**src/hw/rtl/cp1251u8_pkg.sv**
```systemverilog
// ----------------------------------------------------------------------------
// cp1251u8_pkg
// Types, constants and the code page mapping shared by the transcoder.
// ----------------------------------------------------------------------------
`default_nettype none

package cp1251u8_pkg;

  localparam int BYTE_W      = 8;
  localparam int CP_W        = 16;
  localparam int QUEUE_DEPTH = 2;
  localparam int PTR_W       = 1;
  localparam int CNT_W       = 2;

  // Number of UTF-8 bytes in one encoded character.
  localparam logic [1:0] LEN_ONE   = 2'd1;
  localparam logic [1:0] LEN_TWO   = 2'd2;
  localparam logic [1:0] LEN_THREE = 2'd3;

  localparam logic [CP_W-1:0] CP_CYR_UPPER = 16'h0410;
  localparam logic [CP_W-1:0] CP_CYR_LOWER = 16'h0430;
  localparam logic [CP_W-1:0] CP_MAX_ONE   = 16'h007F;
  localparam logic [CP_W-1:0] CP_MAX_TWO   = 16'h07FF;

  localparam logic [BYTE_W-1:0] LEAD_TWO   = 8'hC0;
  localparam logic [BYTE_W-1:0] LEAD_THREE = 8'hE0;
  localparam logic [BYTE_W-1:0] CONT_MARK  = 8'h80;

  typedef struct packed {
    logic [1:0]        len;
    logic [BYTE_W-1:0] b0;
    logic [BYTE_W-1:0] b1;
    logic [BYTE_W-1:0] b2;
  } char_t;

  // Code points of bytes 0x80 to 0xBF; slot 0x98 has no character and is
  // carried as the C1 control U+0098.
  function automatic logic [CP_W-1:0] upper_half_cp(input logic [5:0] idx);
    logic [CP_W-1:0] cp;
    case (idx)
      6'd0:  cp = 16'h0402;  6'd1:  cp = 16'h0403;
      6'd2:  cp = 16'h201A;  6'd3:  cp = 16'h0453;
      6'd4:  cp = 16'h201E;  6'd5:  cp = 16'h2026;
      6'd6:  cp = 16'h2020;  6'd7:  cp = 16'h2021;
      6'd8:  cp = 16'h20AC;  6'd9:  cp = 16'h2030;
      6'd10: cp = 16'h0409;  6'd11: cp = 16'h2039;
      6'd12: cp = 16'h040A;  6'd13: cp = 16'h040C;
      6'd14: cp = 16'h040B;  6'd15: cp = 16'h040F;
      6'd16: cp = 16'h0452;  6'd17: cp = 16'h2018;
      6'd18: cp = 16'h2019;  6'd19: cp = 16'h201C;
      6'd20: cp = 16'h201D;  6'd21: cp = 16'h2022;
      6'd22: cp = 16'h2013;  6'd23: cp = 16'h2014;
      6'd24: cp = 16'h0098;  6'd25: cp = 16'h2122;
      6'd26: cp = 16'h0459;  6'd27: cp = 16'h203A;
      6'd28: cp = 16'h045A;  6'd29: cp = 16'h045C;
      6'd30: cp = 16'h045B;  6'd31: cp = 16'h045F;
      6'd32: cp = 16'h00A0;  6'd33: cp = 16'h040E;
      6'd34: cp = 16'h045E;  6'd35: cp = 16'h0408;
      6'd36: cp = 16'h00A4;  6'd37: cp = 16'h0490;
      6'd38: cp = 16'h00A6;  6'd39: cp = 16'h00A7;
      6'd40: cp = 16'h0401;  6'd41: cp = 16'h00A9;
      6'd42: cp = 16'h0404;  6'd43: cp = 16'h00AB;
      6'd44: cp = 16'h00AC;  6'd45: cp = 16'h00AD;
      6'd46: cp = 16'h00AE;  6'd47: cp = 16'h0407;
      6'd48: cp = 16'h00B0;  6'd49: cp = 16'h00B1;
      6'd50: cp = 16'h0406;  6'd51: cp = 16'h0456;
      6'd52: cp = 16'h0491;  6'd53: cp = 16'h00B5;
      6'd54: cp = 16'h00B6;  6'd55: cp = 16'h00B7;
      6'd56: cp = 16'h0451;  6'd57: cp = 16'h2116;
      6'd58: cp = 16'h0454;  6'd59: cp = 16'h00BB;
      6'd60: cp = 16'h0458;  6'd61: cp = 16'h0405;
      6'd62: cp = 16'h0455;  6'd63: cp = 16'h0457;
      default: cp = 16'h0000;
    endcase
    return cp;
  endfunction

  function automatic logic [CP_W-1:0] unicode_of(input logic [BYTE_W-1:0] b);
    logic [CP_W-1:0] cp;
    if (!b[7]) begin
      cp = {8'h00, b};
    end else if (!b[6]) begin
      cp = upper_half_cp(b[5:0]);
    end else if (!b[5]) begin
      cp = CP_CYR_UPPER + {11'd0, b[4:0]};
    end else begin
      cp = CP_CYR_LOWER + {11'd0, b[4:0]};
    end
    return cp;
  endfunction

  function automatic char_t encode(input logic [CP_W-1:0] cp);
    char_t c;
    c = '0;
    if (cp <= CP_MAX_ONE) begin
      c.len = LEN_ONE;
      c.b0  = cp[7:0];
    end else if (cp <= CP_MAX_TWO) begin
      c.len = LEN_TWO;
      c.b0  = LEAD_TWO  | {3'd0, cp[10:6]};
      c.b1  = CONT_MARK | {2'd0, cp[5:0]};
    end else begin
      c.len = LEN_THREE;
      c.b0  = LEAD_THREE | {4'd0, cp[15:12]};
      c.b1  = CONT_MARK  | {2'd0, cp[11:6]};
      c.b2  = CONT_MARK  | {2'd0, cp[5:0]};
    end
    return c;
  endfunction

endpackage

`default_nettype wire

```
**src/hw/rtl/cp1251u8_in_if.sv**
```systemverilog
// ----------------------------------------------------------------------------
// cp1251u8_in_if
// Input channel: one Windows-1251 byte per item.
// ----------------------------------------------------------------------------
`default_nettype none

interface cp1251u8_in_if;
  logic                              valid;
  logic                              ready;
  logic [cp1251u8_pkg::BYTE_W-1:0]   in_byte;

  modport source (output valid, output in_byte, input ready);
  modport sink   (input valid, input in_byte, output ready);
endinterface

`default_nettype wire

```
**src/hw/rtl/cp1251u8_out_if.sv**
```systemverilog
// ----------------------------------------------------------------------------
// cp1251u8_out_if
// Output channel: one UTF-8 byte per item, the final byte of a character marked.
// ----------------------------------------------------------------------------
`default_nettype none

interface cp1251u8_out_if;
  logic                              valid;
  logic                              ready;
  logic [cp1251u8_pkg::BYTE_W-1:0]   out_byte;
  logic                              last_of_char;

  modport source (output valid, output out_byte, output last_of_char, input ready);
  modport sink   (input valid, input out_byte, input last_of_char, output ready);
endinterface

`default_nettype wire

```
**src/hw/rtl/cp1251u8_front.sv**
```systemverilog
// ----------------------------------------------------------------------------
// cp1251u8_front
// Maps each accepted byte to its code point and its complete UTF-8 encoding.
// ----------------------------------------------------------------------------
`default_nettype none

module cp1251u8_front (
  cp1251u8_in_if.sink           cp1251,
  output logic                  push_valid,
  output cp1251u8_pkg::char_t   push_data,
  input  logic                  push_ready
);
  import cp1251u8_pkg::*;

  // The byte is taken as soon as the queue has a free slot.
  assign cp1251.ready = push_ready;
  assign push_valid   = cp1251.valid;
  assign push_data    = encode(unicode_of(cp1251.in_byte));

endmodule

`default_nettype wire

```
**src/hw/rtl/cp1251u8_queue.sv**
```systemverilog
// ----------------------------------------------------------------------------
// cp1251u8_queue
// Two-entry queue of encoded characters between the front and back parts.
// ----------------------------------------------------------------------------
`default_nettype none

module cp1251u8_queue (
  input  logic                  clk,
  input  logic                  rst,
  input  logic                  push_valid,
  input  cp1251u8_pkg::char_t   push_data,
  output logic                  push_ready,
  output logic                  head_valid,
  output cp1251u8_pkg::char_t   head_data,
  input  logic                  pop
);
  import cp1251u8_pkg::*;

  char_t             entries [QUEUE_DEPTH];
  logic [PTR_W-1:0]  wr_ptr;
  logic [PTR_W-1:0]  rd_ptr;
  logic [CNT_W-1:0]  count;
  logic              push;
  logic              take;

  assign push_ready = (count != CNT_W'(QUEUE_DEPTH));
  assign head_valid = (count != '0);
  assign head_data  = entries[rd_ptr];
  assign push       = push_valid && push_ready;
  assign take       = pop && head_valid;

  always_ff @(posedge clk) begin
    if (rst) begin
      wr_ptr <= '0;
      rd_ptr <= '0;
      count  <= '0;
    end else begin
      if (push) begin
        wr_ptr <= wr_ptr + 1'b1;
      end
      if (take) begin
        rd_ptr <= rd_ptr + 1'b1;
      end
      if (push && !take) begin
        count <= count + 1'b1;
      end else if (take && !push) begin
        count <= count - 1'b1;
      end
    end
  end

  always_ff @(posedge clk) begin
    if (push) begin
      entries[wr_ptr] <= push_data;
    end
  end

endmodule

`default_nettype wire

```
**src/hw/rtl/cp1251u8_back.sv**
```systemverilog
// ----------------------------------------------------------------------------
// cp1251u8_back
// Serialises each encoded character into single bytes through an output register.
// ----------------------------------------------------------------------------
`default_nettype none

module cp1251u8_back (
  input  logic                  clk,
  input  logic                  rst,
  input  logic                  head_valid,
  input  cp1251u8_pkg::char_t   head_data,
  output logic                  pop,
  cp1251u8_out_if.source        utf8
);
  import cp1251u8_pkg::*;

  logic              out_valid;
  logic [BYTE_W-1:0] out_byte;
  logic              out_last;
  logic [BYTE_W-1:0] rem1;
  logic [BYTE_W-1:0] rem2;
  logic [1:0]        rem_cnt;
  logic              load;

  assign load = !out_valid || utf8.ready;
  assign pop  = load && (rem_cnt == '0) && head_valid;

  assign utf8.valid        = out_valid;
  assign utf8.out_byte     = out_byte;
  assign utf8.last_of_char = out_last;

  always_ff @(posedge clk) begin
    if (rst) begin
      out_valid <= 1'b0;
      rem_cnt   <= '0;
    end else if (load) begin
      if (rem_cnt != '0) begin
        out_valid <= 1'b1;
        out_byte  <= rem1;
        out_last  <= (rem_cnt == 2'd1);
        rem1      <= rem2;
        rem_cnt   <= rem_cnt - 1'b1;
      end else if (head_valid) begin
        out_valid <= 1'b1;
        out_byte  <= head_data.b0;
        out_last  <= (head_data.len == LEN_ONE);
        rem1      <= head_data.b1;
        rem2      <= head_data.b2;
        rem_cnt   <= head_data.len - 1'b1;
      end else begin
        out_valid <= 1'b0;
      end
    end
  end

endmodule

`default_nettype wire

```
**src/hw/rtl/cp1251_to_utf8_transcoder_top.sv**
```systemverilog
// ----------------------------------------------------------------------------
// cp1251_to_utf8_transcoder_top
// Windows-1251 to UTF-8 transcoder: one code page byte in, one to three bytes out.
// ----------------------------------------------------------------------------
// Each input item is one Windows-1251 byte and yields its UTF-8 encoding as one
// to three output items of one byte each, the final byte of every character
// carrying last_of_char. ASCII takes one byte, Cyrillic letters and most
// symbols take two, and the typographic punctuation, the euro sign, the
// numero and trade mark signs take three; the undefined slot 0x98 comes out as
// C2 98. The output serialiser sends one byte per cycle while the output is
// ready, so multi-byte characters take longer to send and set the sustained
// input rate. Intake itself is one item per cycle while the two-entry
// character queue has room, so the input side keeps accepting while a
// finished byte waits in the output register. An accepted input item is
// written into the queue, and its first output byte is then loaded into the
// output register. The block holds no state beyond its queue and serialiser;
// reset only empties them.
// ----------------------------------------------------------------------------
`default_nettype none

module cp1251_to_utf8_transcoder_top (
  input  logic            clk,
  input  logic            rst,
  cp1251u8_in_if.sink     cp1251,
  cp1251u8_out_if.source  utf8
);
  import cp1251u8_pkg::*;

  // Front to queue: a fully encoded character.
  logic  push_valid;
  logic  push_ready;
  char_t push_data;

  // Queue to back: the oldest pending character.
  logic  head_valid;
  char_t head_data;
  logic  pop;

  // The front decodes the byte and builds all of its UTF-8 bytes at once.
  cp1251u8_front u_front (
    .cp1251     (cp1251),
    .push_valid (push_valid),
    .push_data  (push_data),
    .push_ready (push_ready)
  );

  // The queue decouples intake from the byte-at-a-time output.
  cp1251u8_queue u_queue (
    .clk        (clk),
    .rst        (rst),
    .push_valid (push_valid),
    .push_data  (push_data),
    .push_ready (push_ready),
    .head_valid (head_valid),
    .head_data  (head_data),
    .pop        (pop)
  );

  // The back part hands out one byte per cycle while the output is ready, and takes
  // each character from the queue in the cycle its first byte is loaded.
  cp1251u8_back u_back (
    .clk        (clk),
    .rst        (rst),
    .head_valid (head_valid),
    .head_data  (head_data),
    .pop        (pop),
    .utf8       (utf8)
  );

endmodule

`default_nettype wire

```
**src/flat_wrapper.sv**
```systemverilog
// flat-port wrapper written by rule: the top's interface ports become plain ports
module cp1251_to_utf8_transcoder_top_flat import cp1251u8_pkg::*;
  (clk, rst, cp1251_valid, cp1251_in_byte, cp1251_ready, utf8_valid, utf8_out_byte, utf8_last_of_char, utf8_ready);
  cp1251u8_in_if cp1251_i ();
  cp1251u8_out_if utf8_i ();
  input  logic clk;
  input  logic rst;
  input wire logic [$bits(cp1251_i.valid)-1:0] cp1251_valid;
  input wire logic [$bits(cp1251_i.in_byte)-1:0] cp1251_in_byte;
  output wire logic [$bits(cp1251_i.ready)-1:0] cp1251_ready;
  output wire logic [$bits(utf8_i.valid)-1:0] utf8_valid;
  output wire logic [$bits(utf8_i.out_byte)-1:0] utf8_out_byte;
  output wire logic [$bits(utf8_i.last_of_char)-1:0] utf8_last_of_char;
  input wire logic [$bits(utf8_i.ready)-1:0] utf8_ready;
  assign cp1251_i.valid = cp1251_valid;
  assign cp1251_i.in_byte = cp1251_in_byte;
  assign cp1251_ready = cp1251_i.ready;
  assign utf8_valid = utf8_i.valid;
  assign utf8_out_byte = utf8_i.out_byte;
  assign utf8_last_of_char = utf8_i.last_of_char;
  assign utf8_i.ready = utf8_ready;
  cp1251_to_utf8_transcoder_top u_core (.clk(clk), .rst(rst), .cp1251(cp1251_i), .utf8(utf8_i));
endmodule
```
**config.mk**
```make
export PLATFORM = sky130hd
export DESIGN_NAME = cp1251_to_utf8_transcoder_top_flat
export DESIGN_NICKNAME = d
export VERILOG_FILES = /design/src/hw/rtl/cp1251u8_pkg.sv /design/src/hw/rtl/cp1251u8_in_if.sv /design/src/hw/rtl/cp1251u8_out_if.sv /design/src/hw/rtl/cp1251u8_front.sv /design/src/hw/rtl/cp1251u8_queue.sv /design/src/hw/rtl/cp1251u8_back.sv /design/src/hw/rtl/cp1251_to_utf8_transcoder_top.sv /design/src/flat_wrapper.sv
export SDC_FILE = /design/constraint.sdc
export NUM_CORES = 1
export LEC_CHECK = 0
export ABC_AREA = 1
export BUFFER_PORTS_ARGS = -buffer_cell sky130_fd_sc_hd__clkbuf_2
export CORE_MARGIN = 2
export CORE_UTILIZATION = 36
export CTS_CLUSTER_DIAMETER = 200
export CTS_CLUSTER_SIZE = 10
export DETAILED_ROUTE_END_ITERATION = 8
export PLACE_DENSITY_LB_ADDON = 0.25
export SETUP_SLACK_MARGIN = 0.05
export SYNTH_ARGS = -nofsm -noshare
export SYNTH_HDL_FRONTEND = slang
export SYNTH_SLANG_ARGS = --single-unit
```
**constraint.sdc**
```tcl
create_clock -name clk -period 2.4 [get_ports clk]
set_clock_uncertainty 0.2 [all_clocks]
set_input_delay 0.12 -clock clk [delete_from_list [all_inputs] [get_ports clk]]
set_output_delay 0.12 -clock clk [all_outputs]
set_load 0.02 [all_outputs]
```
==> summary.md, run 1 <==
| Metric | Value |
|---|---|
| Endpoints failing setup | `0` |
| Routed wire per std cell | `14.3 um` |
| Clock share of power | `0.246` |
| CTS Buffer Depth | `2` |
| Final Slew Violations | `0` |
| GPL Wtd Cong | `0.908` |
| H-tree Lvls | `3` |
| Place WS | `0.0857 ns` |
| CP startpoint kind | `flip-flop` |
| Largest area contributor in the netlist | `edfxtp_1` |
| Worst ir drop on vdd | `0.510 mV` |
| Synthesized area per cell | `8.66 sq um` |
| Synthesized area | `4160 sq um` |
| Hold crit path type | `in -> reg` |
| Initial Util | `0.367` |
| Syn_nets | `505` |
| Gate Count Post-Synth | `480` |
| Row count | `39` |
| Root Buffer Master | `clkbuf_16` |
| Fmax | `499 MHz` |
| Crit-path slowest cell | `dlygate4sd3_1` |
| Unrepaired setup endpoints after global routing | `no` |
| Post-synth top area share | `0.499` |
| Die Area | `12400 sq um` |
| Core Area | `11300 sq um` |
| Die Ht | `111 um` |
| Largest family of logic cells by synthesized area | `simple AND/OR/NAND/NOR gates` |
| Top cell by count, worst path | `nand2_1` |
| Yosys warning total | `0` |
| XOR/XNOR Fraction of Synth Area | `0.00211` |
| Slew headroom | `0.653` |
| Vias/cell | `5.01` |
| Grt ovf | `0` |
| TritonCTS clock tree | `built` |
| Clock Latency Late Sink | `0.33 ns` |
| Final #Nets | `544` |
| Adder-Cell Fraction of Synth Area | `0.0391` |
| Setup_tns | `0 ns` |
| Detailed Route WL | `9550 um` |
| Cells along the critical path | `buf_4 -> nand2_1 -> nand2_1 -> inv_1 -> o21ai_0 -> a21oi_1 -> dlygate4sd3_1` |
| First-pass DRT Iterations | `4` |
| Internal power | `3.09 mW` |
| Crit Path Class | `reg -> reg` |
| Num ports | `23` |
| Final worst slack | `0.398 ns` |
| First-pass GRT wire length | `15800 um` |
| CTS buffer count | `9` |
| Post-CTS Setup Inserts | `0` |
| Compound-Gate Fraction of Synth Area | `0.0891` |
| Leakage power | `2.07 nW` |
| CP max FO | `9` |
| PortBufs | `22` |
| Starting DRT DRC Count | `211` |
| CTS clk-pin slew, worst paths | `0.05 ns` |
| Period utilization | `0.834` |
| Routed Antenna Nets | `0` |
| Pin count of the biggest net entering global routing | `25` |
| Worst EP arrival | `2.02 ns` |
| # fillers | `1122` |
| Number of synthesized register bits | `77` |
| Final Critical Period | `2.00 ns` |
| DRC viols | `0` |
| Max-cap violations | `0` |
| Die W | `111 um` |
| Register area share after synthesis | `0.537` |
| Vias in the first global route | `3245` |
| Hold Vio Cnt, Final | `0` |
| Power per cell area | `977 nW/um^2` |
| Sequential share of power | `0.441` |
| Antenna diode count | `0` |
| Status | `completed` |
| Gate power share | `0.313` |
| Least-Margin Pin Slew | `0.520 ns` |
| Critical Path End Type | `flip-flop` |
| Synth top area cells | `edfxtp_1, nand2_1, o21ai_0, nand3_1, nor2_1` |
| Worst stage delay on the critical path | `0.55 ns` |
| Clock sinks | `77` |
| Layout area overhead | `15.3%` |
| Antenna violations before repair | `0` |
| Multiplexer share of the synthesized area | `0.00241` |
| Sw Ratio | `0.339` |
| GR Util All Layers | `0.160` |
| Sw power | `1.59 mW` |
| Share of cells above drive strength 1 | `0.149` |
| Yosys cell types | `31` |
| HPWL Detailed | `7000 um` |
| Critical Path RT | `2.42 ns` |
| Simple-gate share of the synthesized area | `0.271` |
| Via Count | `3342` |
==> worst max-delay path, delay by kind of cell (launching register included) <==
kind	cells	cell delay [ns]
flip-flops	1	0.50
AND/OR/NAND/NOR	2	0.16
buffers and inverters	3	0.82
AO/OA/AOI/OAI	2	0.22
==> per-layer routing <==
layer | global-route usage | part of all wire | up-vias | wire length [um]
li1 | - | - | 1685 | -
met2 | 0.271 | 0.49 | 95 | 4680
met4 | 0.0914 | 0.031 | 0 | 295
met5 | 0 | 0 | - | 0
met1 | 0.197 | 0.44 | 1541 | 4190
met3 | 0.0201 | 0.041 | 21 | 389
==> final timing paths <==
kind                                       from                               endpoint  slack, ns  depth (start not counted)
max                                   flip-flop  u_core.u_back.rem_cnt[0]$_SDFFE_PP0P_       0.40                          7
min reg2reg  u_core.u_queue.rd_ptr$_SDFFE_PP0P_     u_core.u_queue.rd_ptr$_SDFFE_PP0P_       0.27                          2
min                                cp1251_valid     u_core.u_queue.wr_ptr$_SDFFE_PP0P_       0.03                          5
max reg2reg                           flip-flop  u_core.u_back.rem_cnt[0]$_SDFFE_PP0P_       0.40                          7
==> cell usage in the layout (no fill, tap or decap), types with 3 or more instances in the layout <==
cell type / count
nand3_1: 38
nand2_1: 150
dlygate4sd3_1: 3
nor2_2: 4
inv_2: 6
ha_1: 13
o21ai_0: 41
o21ai_1: 5
edfxtp_1: 69
clkbuf_1: 3
nand2_2: 5
dfxtp_1: 8
nor2_1: 46
buf_4: 19
a21oi_1: 21
clkbuf_16: 9
nand4_1: 5
inv_1: 34
clkinv_1: 4
clkbuf_2: 22
nor2_4: 3
==> flip-flops by register name, summed over array words and instances (netlist names), named ones only <==
register and flops:
u_core.u_back.utf8.valid 1, u_core.u_back.utf8.last_of_char 1, u_core.u_queue.entries 46, u_core.u_back.utf8.out_byte 8, u_core.u_back.rem_cnt 2, u_core.u_back.rem2 7, u_core.u_queue.count 2, u_core.u_queue.rd_ptr 1
u_core.u_queue.wr_ptr 1, u_core.u_back.rem1 7
==> metrics by stage <==
stage	hold slack (ns)	total power, mW	instance area [sq um]	util	cells
CTS	0.0173	4.75	4790	0.423	667
floorplan	-0.0109	3.05	4160	-	480
detailed placement	0.172	3.57	4510	0.398	648
finish	0.0293	4.68	4790	0.423	667
global placement	0.165	3.53	4510	0.398	648
global route	0.0659	5.01	4790	0.423	667
==> cell type report <==
| type | instances | area [sq um] | area share |
|---|---|---|---|
| clock inverter | 4 | 15.0 | 0.00313 |
| clock buffer | 12 | 236 | 0.0494 |
| inverter | 42 | 163 | 0.0340 |
| timing repair buffer | 44 | 283 | 0.0590 |
| sequential | 77 | 2230 | 0.466 |
| multi-input combinational | 345 | 1680 | 0.351 |
| tap | 143 | 179 | 0.0374 |
==> cell usage after synthesis (all sizes together) <==
library cell,number
a21oi,21
buf,8
clkbuf,8
dfxtp,8
edfxtp,69
ha,13
inv,42
mux2i,1
nand2,156
nand3,42
nand4,5
nor2,53
nor3,2
o211ai,2
o21ai,47
o21bai,1
or2,1
xor2,1
==> repair_timing <==
action                    4_1_cts  5_1_grt
hold buffers                    3        0
resized for setup               0        0
hold endpoints to repair        4        0
==> power by group through the flow <==
stage               Combinational (mW)  Sequential (mW)  Clock, mW
floorplan                        0.869             2.18          0
global placement                  1.45             2.08          0
detailed placement                1.47             2.09          0
CTS                               1.49             2.07       1.19
global route                      1.68             2.10       1.24
finish                            1.46             2.06       1.15
==> logic make-up after synthesis <==
group / count (synthesis)
flops: 77
buf+inv: 58
fa+ha+maj: 13
simple gates: 259
mux: 1
compound gates: 71
xor+xnor: 1
Note: power is estimated with default switching activity, not from simulation.
==> run 2, diff against run 1 <==
clock period = 2 ns   (was 2.4 ns; I/O delays follow)
==> summary.md, run 2 (synthesized netlist as in run 1, its figures left out) <==
| Metric | Value |
|---|---|
| Vias in the first global route | `3396 (+4.7%)` |
| First-pass GRT wire length | `16300 um (+2.9%)` |
| CTS clk-pin slew, worst paths | `0.06 ns (about the same)` |
| Leakage power | `2.29 nW (+11%)` |
| Worst ir drop on vdd | `0.915 mV (+79%)` |
| Grt ovf | `0 (unchanged)` |
| Slew headroom | `0.641 (-0.0120)` |
| Row count | `39 (unchanged)` |
| Power per cell area | `1180 nW/um^2 (+21%)` |
| Die Ht | `111 um (unchanged)` |
| TritonCTS clock tree | `built` |
| Period utilization | `0.877` |
| Endpoints failing setup | `0 (unchanged)` |
| Critical Path RT | `1.87 ns (-0.55 ns)` |
| Antenna violations before repair | `0 (unchanged)` |
| Final Slew Violations | `0 (unchanged)` |
| Via Count | `3463 (+3.6%)` |
| DRC viols | `0 (unchanged)` |
| Clock Latency Late Sink | `0.33 ns (about the same)` |
| Most common cell after layout, fill and taps aside | `nand2_1` |
| Least-Margin Pin Slew | `0.538 ns (+0.0179 ns)` |
| Post-CTS Setup Inserts | `0 (unchanged)` |
| Die Area | `12400 sq um (unchanged)` |
| First-pass DRT Iterations | `5 (+1)` |
| Final worst slack | `0.247 ns (-0.151 ns)` |
| Worst stage delay on the critical path | `0.24 ns (-0.31 ns)` |
| H-tree Lvls | `3 (unchanged)` |
| CP startpoint kind | `input port` |
| CTS buffer count | `9 (unchanged)` |
| Starting DRT DRC Count | `186 (-12%)` |
| Pin count of the biggest net entering global routing | `25 (unchanged)` |
| Status | `complete, but fails checks` |
| PortBufs | `22 (unchanged)` |
| Hold Vio Cnt, Final | `1 (+1)` |
| Share of cells above drive strength 1 | `0.222 (+0.0734)` |
| Place WS | `-0.0998 ns (-0.185 ns)` |
| Number of flip-flops in the largest register | `46 (unchanged)` |
| Crit Path Class | `in -> reg` |
| Detailed Route WL | `9960 um (+4.2%)` |
| Placed insts | `683 (+5.4%)` |
| Hold Slack | `-0.0119 ns (-0.0412 ns)` |
| Final Critical Period | `1.75 ns` |
| Met2 routed WL | `4910 um (+4.9%)` |
| Final #Nets | `578 (+6.3%)` |
| Most flop-heavy register | `u_core.u_queue.entries` |
| Die W | `111 um (unchanged)` |
| GR Util All Layers | `0.164 (+0.00421)` |
| Biggest regs | `u_core.u_queue.entries: 46 flops, u_core.u_back.utf8.out_byte: 8 flops` |
| Most frequent cells in the layout | `nand2_1, edfxtp_1, buf_4` |
| Post-route insts no fill | `701 (+5.1%)` |
| Vias/cell | `4.94 (-1.4%)` |
| DR WL met3 | `400 um (+2.8%)` |
| GPL Wtd Cong | `0.919 (+1.3%)` |
| Crit-path slowest cell | `o21ai_1` |
| Layout area overhead | `24.8%` |
| Routed Antenna Nets | `0 (unchanged)` |
| Worst EP arrival | `1.63 ns (-0.39 ns)` |
| Hold crit path type | `in -> reg` |
| Top delay family on crit path | `simple AND/OR/NAND/NOR gates` |
| Max-cap violations | `0 (unchanged)` |
| Cells along the critical path | `clkbuf_2 -> inv_1 -> ha_1 -> inv_1 -> o21ai_1 -> nand3_1 -> nand2_1 -> nand2_1 -> nand2_4 -> nand2_2 -> inv_4 -> nand3_4 -> nand2_1 -> nand2_1` |
| Top cell by count, worst path | `nand2_1` |
| Antenna diode count | `0 (unchanged)` |
| Routed wire per std cell | `14.2 um (-0.81%)` |
| Clock sinks | `77 (unchanged)` |
| Num ports | `23 (unchanged)` |
| Initial Util | `0.367 (unchanged)` |
| CP max FO | `10 (+1)` |
| Fmax | `570 MHz` |
| Failing checks | `hold timing` |
| HPWL Detailed | `7320 um (+4.6%)` |
| WP buf/inv | `4 (+1)` |
| Unrepaired setup endpoints after global routing | `no` |
| Root Buffer Master | `clkbuf_16` |
| Critical Path End Type | `flip-flop` |
| DR top layer | `met4` |
| Routed met1 length | `4370 um (+4.2%)` |
| CTS Buffer Depth | `2 (unchanged)` |
| Core Area | `11300 sq um (unchanged)` |
## run 2: cell type report
class | instances | area [sq um]
timing repair buffer | 78 | 573
clock buffer | 12 | 300
sequential | 77 | 2230
tap | 143 | 179
inverter | 42 | 163
fill | 1094 | 6140
multi-input combinational | 345 | 1690
clock inverter | 4 | 46.3
## run 2: repair_timing
action | CTS | global route
hold buffers | 2 | 0
gates resized for setup | 0 | 5
setup endpoints to repair | 0 | 1
endpoints found under the hold margin | 3 | 0
## run 2: routing by layer
| layer | up-vias | track usage |
|---|---|---|
| li1 | 1749 | - |
| met1 | 1598 | 0.202 |
| met2 | 99 | 0.285 |
| met3 | 17 | 0.0207 |
| met4 | 0 | 0.0790 |
| met5 | - | 0 |
## run 2: stage by stage
step                      total power, mW   util  area, sq um  setup TNS, ns
after floorplan                      3.66      -         4160              0
after global placement               4.35  0.425         4810          -1.15
after detailed placement             4.38  0.425         4810          -1.68
after CTS                            6.17  0.457         5180              0
after global routing                 6.52  0.458         5180              0
final                                6.14  0.458         5180              0
## run 2: report_power, final
group	total, mW	internal, mW	leakage (nW)	switching [mW]
logic	1.88	0.633	1.40	1.25
registers	2.47	2.34	0.721	0.127
clock network	1.79	1.19	0.174	0.602
## run 2: worst paths after layout
path	from	endpoint	slack, ns	cells after the start
worst max register to register	u_core.u_back.rem_cnt[1]$_SDFFE_PP0P_	u_core.u_back.utf8.out_byte[4]$_DFFE_PP_	0.26	6
worst min-delay path	cp1251_valid	u_core.u_queue.wr_ptr$_SDFFE_PP0P_	-0.01	5
worst max-delay path	cp1251_in_byte[0]	u_core.u_queue.entries[0][16]$_DFFE_PP_	0.25	14
worst min register to register	u_core.u_queue.rd_ptr$_SDFFE_PP0P_	u_core.u_queue.rd_ptr$_SDFFE_PP0P_	0.27	2
## run 2: worst reg2reg max path, delay by kind of cell (launching register included)
kind	cells	cell delay, ns
buf+inv	3	0.46
flops	1	0.37
simple gates	2	0.24
compound gates	1	0.18
